**src/acss_pkg.sv**
```systemverilog
// Shared types, constants and helpers for the caseless substring search unit.
package acss_pkg;

    localparam int NEEDLE_CAP       = 16;
    localparam int NEEDLE_MAX_DEF   = 16;
    localparam longint unsigned HAYSTACK_MAX_DEF = 64'd65536;

    localparam int LEN_W      = 5;
    localparam int POS_W      = 16;
    localparam int CFG_IDX_W  = 2;
    localparam int CFG_DATA_W = 64;

    localparam logic [CFG_IDX_W-1:0] REG_NEEDLE_LOW  = 2'd0;
    localparam logic [CFG_IDX_W-1:0] REG_NEEDLE_HIGH = 2'd1;
    localparam logic [CFG_IDX_W-1:0] REG_NEEDLE_LEN  = 2'd2;

    typedef logic [7:0] byte_t;

    typedef struct packed {
        logic [NEEDLE_CAP-1:0][7:0] folded;
        logic [LEN_W-1:0]           len;
    } needle_t;

    function automatic byte_t fold_case(input byte_t b);
        byte_t r;
        r = b;
        if (b >= 8'h41 && b <= 8'h5A)
        begin
            r = b + 8'h20;
        end
        return r;
    endfunction

endpackage

```
**src/acss_if.sv**
```systemverilog
// Request and result channel interfaces.
interface acss_req_if;
    logic       valid;
    logic       ready;
    logic [7:0] haystack_byte;
    logic       end_marker;

    modport source (output valid, output haystack_byte, output end_marker, input ready);
    modport sink   (input valid, input haystack_byte, input end_marker, output ready);
endinterface

interface acss_res_if;
    logic                     valid;
    logic                     ready;
    logic                     found;
    logic [acss_pkg::POS_W-1:0] match_position;
    logic                     length_exceeded;

    modport source (output valid, output found, output match_position,
                    output length_exceeded, input ready);
    modport sink   (input valid, input found, input match_position,
                    input length_exceeded, output ready);
endinterface

```
**src/ascii_caseless_substring_search_unit.sv**
```systemverilog
// Top level of the caseless substring search unit.
//
// Usage:
//   req carries one haystack byte per request; a request with end_marker set
//   closes the haystack (its byte is ignored). res carries one result per
//   haystack: found with match_position at the byte that starts the first
//   match, or found=0 (length_exceeded set if the haystack overran) at the
//   end request. An empty needle matches at position 0 on the first request.
//   The needle is set through cfg_we/cfg_index/cfg_data while no haystack
//   is in flight; a register index beyond REG_NEEDLE_LEN is ignored.
// Pipeline:
//   One request per cycle while req.ready is high. A request that is taken
//   passes through the input register, then through the compare of the folded
//   window against the needle into the result register.
// Reset clears the window, the byte counter, the needle and the valid bits
// of both registers. When res is stalled the result register holds; the input
// register keeps its request until the result register is free, so req.ready
// falls only while both are full.
module ascii_caseless_substring_search_unit #(
    parameter int              NEEDLE_MAX   = acss_pkg::NEEDLE_MAX_DEF,
    parameter longint unsigned HAYSTACK_MAX = acss_pkg::HAYSTACK_MAX_DEF
) (
    input  logic                            clk,
    input  logic                            rst_n,
    input  logic                            cfg_we,
    input  logic [acss_pkg::CFG_IDX_W-1:0]   cfg_index,
    input  logic [acss_pkg::CFG_DATA_W-1:0]  cfg_data,
    acss_req_if.sink                        req,
    acss_res_if.source                      res
);
    import acss_pkg::*;

    localparam int WIN = (NEEDLE_MAX < NEEDLE_CAP) ? NEEDLE_MAX : NEEDLE_CAP;
    localparam int CW  = $clog2(HAYSTACK_MAX + 64'd1);
    localparam int PW  = (CW > POS_W) ? CW : POS_W;
    localparam logic [CW-1:0] COUNT_LIMIT = CW'(HAYSTACK_MAX);

    needle_t needle;

    logic        s1_valid_reg, s1_valid_next;
    logic [7:0]  s1_byte_reg,  s1_byte_next;
    logic        s1_end_reg,   s1_end_next;

    logic [WIN-1:0][7:0] win_reg, win_next, win_shift;
    logic [CW-1:0]       count_reg, count_next, count_inc;
    logic                given_reg, given_next;
    logic                sat_reg,   sat_next;

    logic              out_valid_reg, out_valid_next;
    logic              out_found_reg, out_found_next;
    logic [POS_W-1:0]  out_pos_reg,   out_pos_next;
    logic              out_exc_reg,   out_exc_next;

    logic       out_free;
    logic       proc;
    logic       hit;
    logic [PW-1:0] pos_full;

    acss_cfg #(.NEEDLE_MAX(NEEDLE_MAX)) u_cfg (
        .clk       (clk),
        .rst_n     (rst_n),
        .cfg_we    (cfg_we),
        .cfg_index (cfg_index),
        .cfg_data  (cfg_data),
        .needle    (needle)
    );

    acss_match #(.NEEDLE_MAX(NEEDLE_MAX)) u_match (
        .window (win_shift),
        .needle (needle),
        .hit    (hit)
    );

    assign out_free  = !out_valid_reg || res.ready;
    assign proc      = s1_valid_reg && out_free;
    assign req.ready = !s1_valid_reg || out_free;

    assign count_inc = count_reg + CW'(1);
    assign pos_full  = PW'(count_inc) - PW'(needle.len);

    always_comb
    begin
        win_shift[0] = fold_case(s1_byte_reg);
        for (int i = 1; i < WIN; i++)
        begin
            win_shift[i] = win_reg[i-1];
        end
    end

    // input register
    always_comb
    begin
        s1_valid_next = s1_valid_reg;
        s1_byte_next  = s1_byte_reg;
        s1_end_next   = s1_end_reg;
        if (req.valid && req.ready)
        begin
            s1_valid_next = 1'b1;
            s1_byte_next  = req.haystack_byte;
            s1_end_next   = req.end_marker;
        end
        else if (proc)
        begin
            s1_valid_next = 1'b0;
        end
    end

    // search state and result
    always_comb
    begin
        win_next       = win_reg;
        count_next     = count_reg;
        given_next     = given_reg;
        sat_next       = sat_reg;
        out_valid_next = out_valid_reg && !res.ready;
        out_found_next = out_found_reg;
        out_pos_next   = out_pos_reg;
        out_exc_next   = out_exc_reg;
        if (proc)
        begin
            if (s1_end_reg)
            begin
                if (!given_reg)
                begin
                    out_valid_next = 1'b1;
                    out_found_next = (needle.len == '0);
                    out_pos_next   = '0;
                    out_exc_next   = (needle.len != '0) && sat_reg;
                end
                win_next   = '0;
                count_next = '0;
                given_next = 1'b0;
                sat_next   = 1'b0;
            end
            else if (given_reg)
            begin
            end
            else if (needle.len == '0)
            begin
                given_next     = 1'b1;
                out_valid_next = 1'b1;
                out_found_next = 1'b1;
                out_pos_next   = '0;
                out_exc_next   = 1'b0;
            end
            else if (sat_reg)
            begin
            end
            else if (count_reg == COUNT_LIMIT)
            begin
                sat_next = 1'b1;
            end
            else
            begin
                win_next   = win_shift;
                count_next = count_inc;
                if (count_inc >= CW'(needle.len) && hit)
                begin
                    given_next     = 1'b1;
                    out_valid_next = 1'b1;
                    out_found_next = 1'b1;
                    out_pos_next   = pos_full[POS_W-1:0];
                    out_exc_next   = 1'b0;
                end
            end
        end
    end

    always_ff @(posedge clk or negedge rst_n)
    begin
        if (!rst_n)
        begin
            s1_valid_reg  <= 1'b0;
            win_reg       <= '0;
            count_reg     <= '0;
            given_reg     <= 1'b0;
            sat_reg       <= 1'b0;
            out_valid_reg <= 1'b0;
        end
        else
        begin
            s1_valid_reg  <= s1_valid_next;
            win_reg       <= win_next;
            count_reg     <= count_next;
            given_reg     <= given_next;
            sat_reg       <= sat_next;
            out_valid_reg <= out_valid_next;
        end
    end

    always_ff @(posedge clk)
    begin
        s1_byte_reg   <= s1_byte_next;
        s1_end_reg    <= s1_end_next;
        out_found_reg <= out_found_next;
        out_pos_reg   <= out_pos_next;
        out_exc_reg   <= out_exc_next;
    end

    assign res.valid           = out_valid_reg;
    assign res.found           = out_found_reg;
    assign res.match_position  = out_pos_reg;
    assign res.length_exceeded = out_exc_reg;

endmodule

```
**src/acss_cfg.sv**
```systemverilog
// Needle register file, case folding and effective length.
module acss_cfg #(
    parameter int NEEDLE_MAX = acss_pkg::NEEDLE_MAX_DEF
) (
    input  logic                           clk,
    input  logic                           rst_n,
    input  logic                           cfg_we,
    input  logic [acss_pkg::CFG_IDX_W-1:0]  cfg_index,
    input  logic [acss_pkg::CFG_DATA_W-1:0] cfg_data,
    output acss_pkg::needle_t              needle
);
    import acss_pkg::*;

    localparam int WIN = (NEEDLE_MAX < NEEDLE_CAP) ? NEEDLE_MAX : NEEDLE_CAP;

    logic [CFG_DATA_W-1:0] low_reg,  low_next;
    logic [CFG_DATA_W-1:0] high_reg, high_next;
    logic [LEN_W-1:0]      len_reg,  len_next;

    always_comb
    begin
        low_next  = low_reg;
        high_next = high_reg;
        len_next  = len_reg;
        if (cfg_we)
        begin
            unique case (cfg_index)
                REG_NEEDLE_LOW:  low_next  = cfg_data;
                REG_NEEDLE_HIGH: high_next = cfg_data;
                REG_NEEDLE_LEN:  len_next  = cfg_data[LEN_W-1:0];
                default: ;
            endcase
        end
    end

    always_ff @(posedge clk or negedge rst_n)
    begin
        if (!rst_n)
        begin
            low_reg  <= '0;
            high_reg <= '0;
            len_reg  <= '0;
        end
        else
        begin
            low_reg  <= low_next;
            high_reg <= high_next;
            len_reg  <= len_next;
        end
    end

    // needle stops at its first zero byte, length capped at the window
    always_comb
    begin
        logic [NEEDLE_CAP-1:0][7:0] raw;
        logic [LEN_W-1:0]           capped;
        logic [LEN_W-1:0]           eff;
        raw    = {high_reg, low_reg};
        capped = (len_reg > LEN_W'(WIN)) ? LEN_W'(WIN) : len_reg;
        eff    = capped;
        for (int i = NEEDLE_CAP - 1; i >= 0; i--)
        begin
            if (LEN_W'(i) < capped && raw[i] == 8'h00)
            begin
                eff = LEN_W'(i);
            end
        end
        for (int i = 0; i < NEEDLE_CAP; i++)
        begin
            needle.folded[i] = fold_case(raw[i]);
        end
        needle.len = eff;
    end

endmodule

```
**src/acss_match.sv**
```systemverilog
// Window against needle comparator.
module acss_match #(
    parameter int NEEDLE_MAX = acss_pkg::NEEDLE_MAX_DEF
) (
    input  logic [((NEEDLE_MAX < acss_pkg::NEEDLE_CAP) ? NEEDLE_MAX
                   : acss_pkg::NEEDLE_CAP)-1:0][7:0] window,
    input  acss_pkg::needle_t                        needle,
    output logic                                     hit
);
    import acss_pkg::*;

    localparam int WIN = (NEEDLE_MAX < NEEDLE_CAP) ? NEEDLE_MAX : NEEDLE_CAP;
    localparam int IW  = (WIN > 1) ? $clog2(WIN) : 1;

    // needle byte i lines up with window slot len-1-i (newest in slot 0)
    always_comb
    begin
        logic [LEN_W-1:0] slot;
        logic [IW-1:0]    sel;
        hit = 1'b1;
        for (int i = 0; i < WIN; i++)
        begin
            slot = needle.len - LEN_W'(i + 1);
            sel  = slot[IW-1:0];
            if (LEN_W'(i) < needle.len && window[sel] != needle.folded[i])
            begin
                hit = 1'b0;
            end
        end
    end

endmodule

```
**src/flat_wrapper.sv**
```systemverilog
// flat-port wrapper written by rule: the top's interface ports become plain ports
module ascii_caseless_substring_search_unit_flat import acss_pkg::*;
#(
    parameter int              NEEDLE_MAX   = acss_pkg::NEEDLE_MAX_DEF,
    parameter longint unsigned HAYSTACK_MAX = acss_pkg::HAYSTACK_MAX_DEF
)
  (clk, rst_n, cfg_we, cfg_index, cfg_data, req_valid, req_haystack_byte, req_end_marker, req_ready, res_valid, res_found, res_match_position, res_length_exceeded, res_ready);
  acss_req_if req_i ();
  acss_res_if res_i ();
  input  logic clk;
  input  logic rst_n;
  input  logic cfg_we;
  input  logic [acss_pkg::CFG_IDX_W-1:0] cfg_index;
  input  logic [acss_pkg::CFG_DATA_W-1:0] cfg_data;
  input wire logic [$bits(req_i.valid)-1:0] req_valid;
  input wire logic [$bits(req_i.haystack_byte)-1:0] req_haystack_byte;
  input wire logic [$bits(req_i.end_marker)-1:0] req_end_marker;
  output wire logic [$bits(req_i.ready)-1:0] req_ready;
  output wire logic [$bits(res_i.valid)-1:0] res_valid;
  output wire logic [$bits(res_i.found)-1:0] res_found;
  output wire logic [$bits(res_i.match_position)-1:0] res_match_position;
  output wire logic [$bits(res_i.length_exceeded)-1:0] res_length_exceeded;
  input wire logic [$bits(res_i.ready)-1:0] res_ready;
  assign req_i.valid = req_valid;
  assign req_i.haystack_byte = req_haystack_byte;
  assign req_i.end_marker = req_end_marker;
  assign req_ready = req_i.ready;
  assign res_valid = res_i.valid;
  assign res_found = res_i.found;
  assign res_match_position = res_i.match_position;
  assign res_length_exceeded = res_i.length_exceeded;
  assign res_i.ready = res_ready;
  ascii_caseless_substring_search_unit #(.NEEDLE_MAX(NEEDLE_MAX), .HAYSTACK_MAX(HAYSTACK_MAX)) u_core (.clk(clk), .rst_n(rst_n), .cfg_we(cfg_we), .cfg_index(cfg_index), .cfg_data(cfg_data), .req(req_i), .res(res_i));
endmodule
```
**config.mk**
```make
export PLATFORM = sky130hd
export DESIGN_NAME = ascii_caseless_substring_search_unit_flat
export DESIGN_NICKNAME = d
export VERILOG_FILES = /design/src/acss_pkg.sv /design/src/acss_if.sv /design/src/ascii_caseless_substring_search_unit.sv /design/src/acss_cfg.sv /design/src/acss_match.sv /design/src/flat_wrapper.sv
export SDC_FILE = /design/constraint.sdc
export NUM_CORES = 1
export LEC_CHECK = 0
export BUFFER_PORTS_ARGS = -buffer_cell sky130_fd_sc_hd__buf_2
export CORE_MARGIN = 4
export CORE_UTILIZATION = 40
export CTS_CLUSTER_SIZE = 10
export DETAILED_ROUTE_END_ITERATION = 8
export PLACE_DENSITY = 0.67
export RECOVER_POWER = 100
export SETUP_SLACK_MARGIN = 0.02
export SYNTH_ARGS = -nofsm -noshare
export SYNTH_HDL_FRONTEND = slang
export SYNTH_HIERARCHICAL = 1
export SYNTH_SLANG_ARGS = --single-unit
```
**constraint.sdc**
```tcl
create_clock -name clk -period 9.7 [get_ports clk]
set_clock_uncertainty 0.15 [all_clocks]
set_input_delay 1.455 -clock clk [delete_from_list [all_inputs] [get_ports clk]]
set_output_delay 1.455 -clock clk [all_outputs]
set_load 0.03 [all_outputs]
```
Yosys cells after proc, flatten, opt, wreduce, memory -nomap -nowiden
Index checks and enable logic that the tools add are counted.
{"block": "word_totals", "romBits": 0, "regBits": 301, "latch_bits": 0, "mem_bits_rw": 0, "out_inout_bits": 20, "mem_count": 0, "elab_cells": 393}
{"block": "classes", "n_reduce_logical": 86, "n_shift": 0, "n_addsub": 35, "mux": 134, "multipliers": 0, "div_mod_pow": 0, "n_eq_ne": 25, "bitwise_logic": 1, "magnitude_cmp": 84}
{"cell": "$mux 120", "count": 5}
{"cell": "$bmux 8 s4", "count": 16}
{"cell": "$mux 8", "count": 33}
{"cell": "$add 8x6->8 const B", "count": 17}
{"cell": "$ge 8x7->1 const B", "count": 17}
{"cell": "$le 8x7->1 const B", "count": 17}
{"cell": "$logic_not 8->1", "count": 16}
{"cell": "$ne 8x8->1", "count": 16}
{"cell": "$mux 16", "count": 7}
{"cell": "$mux 17", "count": 5}
{"cell": "$mux 5", "count": 17}
{"cell": "$lt 4x5->1 const A", "count": 16}
{"cell": "$lt 4x5->1 const B", "count": 16}
{"cell": "$logic_and 1x1->1", "count": 54}
{"cell": "$mux 1", "count": 51}
{"cell": "$lt 3x5->1 const A", "count": 8}
{"cell": "$sub 4x4->4 const B", "count": 8}
{"cell": "$lt 1x5->1 const A", "count": 4}
{"cell": "$lt 2x5->1 const A", "count": 4}
{"cell": "$add 17x1->17 const B", "count": 1}
{"cell": "$eq 17x17->1 const B", "count": 1}
{"cell": "$ge 17x5->1", "count": 1}
{"cell": "$sub 16x5->16", "count": 1}
{"cell": "$sub 4x3->4 const B", "count": 4}
{"cell": "19 further kinds", "count": 30}

Depth between registers and ports, before layout
{"block": "logic_depth", "depth_word": 49, "mapped_depth": 30, "depth_no_buf": 20}

Modules after synthesis
Netlist, hierarchy kept.
{"mod": "acss_match", "area_per_inst_um2": 9431.5, "seq_area_each_um2": 0.0, "instances": 1, "cells_each": 834}
{"mod": "ascii_caseless_substring_search_unit", "area_per_inst_um2": 7956.4, "seq_area_each_um2": 4339.2, "instances": 1, "cells_each": 833}
{"mod": "acss_cfg", "area_per_inst_um2": 7417.1, "seq_area_each_um2": 3328.2, "instances": 1, "cells_each": 626}

Least setup slack after synthesis
No wires, ideal clock.
{"block": "synth_timing", "path_kind": "register to register", "startpoint": "register u_core.u_cfg.low_reg[25]", "endpoint": "register u_core.out_found_reg (netlist: u_core/res.found), enable pin", "setup_slack_ns": 1.484, "synth_period_minus_slack_ns": 8.216, "n_path_buf": 9, "arrival_ns": 7.645, "stages_incl_launch_ff": 29, "required_ns": 9.129, "path_cell_list": "dfrtp_1 > or4_4 > or4b_1 > a21oi_1 > o21ai_1 > a31oi_1 > buf_2 > buf_6 > inv_4 > buf_2 > buf_2 > buf_2 > ha_1 > clkbuf_1 > buf_2 > buf_2 > buf_1 > mux4_2 > mux2i_1 > mux2i_1 > xor2_1 > nor4_1 > a31oi_1 > a2111oi_2 > nand4_1 > nor4b_2 > and2_1 > o21ai_2 > a211oi_1"}
{"element": "from (decl)", "line": "acss_cfg.sv:16", "source": "logic [CFG_DATA_W-1:0] low_reg, low_next;"}
{"element": "from (signal assigned)", "line": "acss_cfg.sv:46", "source": "low_reg <= low_next;"}
{"element": "to (signal assigned)", "line": "ascii_caseless_substring_search_unit.sv:195", "source": "out_found_reg <= out_found_next;"}
{"element": "to (decl)", "line": "ascii_caseless_substring_search_unit.sv:50", "source": "logic out_found_reg, out_found_next;"}

==> run summary <==
Number of remaining DRC errors - 0
Max Cap Viol - 5
Net Count, Synth - 2,406
CP Max Fanout - 43
Initial Utilization - 0.403
Worst skew pair latency - 0.56 ns
Synth async-reset ratio - 0.910
Cts hold-fix bufs - 0
I/O Buffers - 99
Leakage - 10.3 nW
Final period util - 0.883
Final Critical Period - 8.56 ns
Root Buffer - clkbuf_16
Cell variety after synth - 94
Yosys reg bits - 301
I/O pins - 100
Fmax - 0.117 GHz
Commonest non-fill, non-tap cell in the layout - dfrtp_1
Critical path required time - 9.79 ns
Die height - 257 um
Core area - 61,600 um2
Remaining antenna violation count - 0
TritonCTS Buffers - 38
Final Hold Fails - 0
Worst-path clk slew - 0.05 ns
DIE AREA - 66,100 um2
Max FFs per register - 120
Most frequent cells in the layout - dfrtp_1, nand2_1, mux4_2
DR vias/cell - 6.11
Final nets - 2,348
GP Congestion - 1.03
Layout overhead on the synthesized area - 6.61%
Total number of vias - 18,900
Avg WL per Cell - 24.8 um
Final core occ - 0.429
Total track usage - 0.227
Final WL - 76.7 mm
Crit path DAT - 8.66 ns
CTS H-tree lvls - 2
Largest net degree at the start of global routing - 264
Post-synthesis cell area - 24,800 um2
Status - finished with violations
Slew Viols, Final - 476
Setup crit end kind - register
HPWL Detailed - 58.5 mm
PD cells - 238 nW/um2
Crit Path Class - reg2reg
Synth Warn # - 6
Layout cells sized above 1 - 0.248
Max-slew headroom - -1.79
Failing checks - max-capacitance violations, max-slew violations
Post-synthesis area per instance - 10.8 um2
Global-route wire length before repair - 117 mm
Setup TNS - 0 ns
Final setup fails - 0
Post-CTS sizing - 0
Clk buf depth - 3
DRC violation total after the first TritonRoute iteration - 2,074
Worst-margin pin slew - 4.18 ns
Row count - 91
Pre-Repair DR Iteration Count - 6
Worst min-delay path category - reg2reg
Vias in the first global route - 18,200
# clock sinks - 301
Top FF cell, synth - dfrtp_1
Post-synthesis sequential area ratio - 0.309
CTS tree - yes
Die Wd - 257 um
RSZ-0062 raised after global routing - no
Initial antenna violation count - 4
Post-CTS setup buffers - 0
Worst vdd ir - 0.158 mV
Instance count of the mapped netlist - 2,293
EDFF count, synth - 27
Total congestion overflow - 0
Worst setup SP type - register
==> layer usage <==
| metal | part of all wire | vias to the layer above | GRT usage |
|---|---|---|---|
| met5 | 0.00014 | - | 0 |
| met4 | 0.047 | 2 | 0.0955 |
| met3 | 0.090 | 171 | 0.0532 |
| met2 | 0.45 | 803 | 0.347 |
| met1 | 0.41 | 9547 | 0.311 |
| li1 | - | 8398 | - |
==> worst max-delay path: stages, from the launching register on <==
cell and delay [ns]:
dfrtp_1 0.68, nor2_1 0.33, a2111oi_0 0.72, and2_0 0.29, o21ai_0 0.13, a31oi_1 0.42
inv_4 0.26, ha_4 0.84, buf_4 0.40, mux4_2 0.55, mux2i_1 0.37, mux2i_1 0.22
xor2_1 0.19, nor4_1 0.64, a32oi_1 0.15, o32ai_1 0.30, nand2_1 0.11, nor4b_2 0.55
and2_0 0.25, o21ai_2 0.08, a211oi_1 0.26, buf_4 0.29
==> metrics by stage <==
stage	hold WS [ns]	cells	power (mW)	worst slack, ns	instance area, um2
after floorplan	0.318	2293	4.23	1.48	24800
after global placement	0.396	3032	4.88	1.70	25400
after detailed placement	0.394	3032	4.95	1.57	25400
after CTS	0.413	3093	6.31	1.57	26600
after global routing	0.430	3095	6.63	0.593	26400
final	0.413	3096	6.30	1.14	26400
==> area by class of cell <==
class / instances / area, um2
Fill cell: 5729 / 35200
Multi-Input combinational cell: 1741 / 15800
Sequential cell: 301 / 7670
Clock buffer: 54 / 1050
Tap cell: 837 / 1050
Timing Repair Buffer: 129 / 704
Clock inverter: 7 / 104
Inverter: 24 / 92.6
Antenna cell: 3 / 7.51
==> synth_stat cells (22+ instances only) <==
library cell	n	area, um2
dfrtp_1	274	6860
nand2_1	202	758
mux4_2	195	4390
mux2i_1	181	1810
o21ai_0	168	841
mux2_2	151	1700
nand2b_1	129	807
xnor2_1	97	850
nor2_1	92	345
buf_4	89	668
xor2_1	74	648
clkbuf_1	63	236
buf_2	53	265
a21oi_1	51	255
o22ai_1	35	219
ha_1	32	400
edfxtp_1	27	811
a21o_1	26	195
inv_1	23	86.3
nand3_1	23	115
nor3_1	22	110
==> power by group <==
| group | switching [mW] | internal (mW) | total (mW) | leakage, nW |
|---|---|---|---|---|
| Clock | 0.537 | 0.803 | 1.34 | 0.563 |
| Combinational | 1.76 | 1.38 | 3.14 | 5.93 |
| Sequential | 0.341 | 1.47 | 1.81 | 3.78 |
==> final timing paths <==
kind,from,endpoint,slack (ns),cells past startpoint
worst max register to register,u_core/u_cfg/len_reg[4],u_core/res.match_position[13],1.14,21
worst min-delay path,u_core/u_cfg/high_reg[63],u_core/u_cfg/high_reg[63],0.41,1
worst max-delay path,u_core/u_cfg/len_reg[4],u_core/res.match_position[13],1.14,21
worst min register to register,u_core/u_cfg/high_reg[63],u_core/u_cfg/high_reg[63],0.41,1
max in group asynchronous,rst_n,u_core/win_reg[32],2.53,3
min in group asynchronous,rst_n,u_core/u_cfg/low_reg[13],2.22,1
==> cells by family after synthesis <==
group / after synthesis / share of synthesized area
buffers and inverters: 251 / 0.0584
multiplexers: 528 / 0.319
AO/OA/AOI/OAI: 377 / 0.0977
adder cells (fa/ha/maj): 34 / 0.0174
AND/OR/NAND/NOR: 627 / 0.135
flip-flops: 301 / 0.309
XOR/XNOR: 175 / 0.0630
Power figures use the tool's default switching activity.
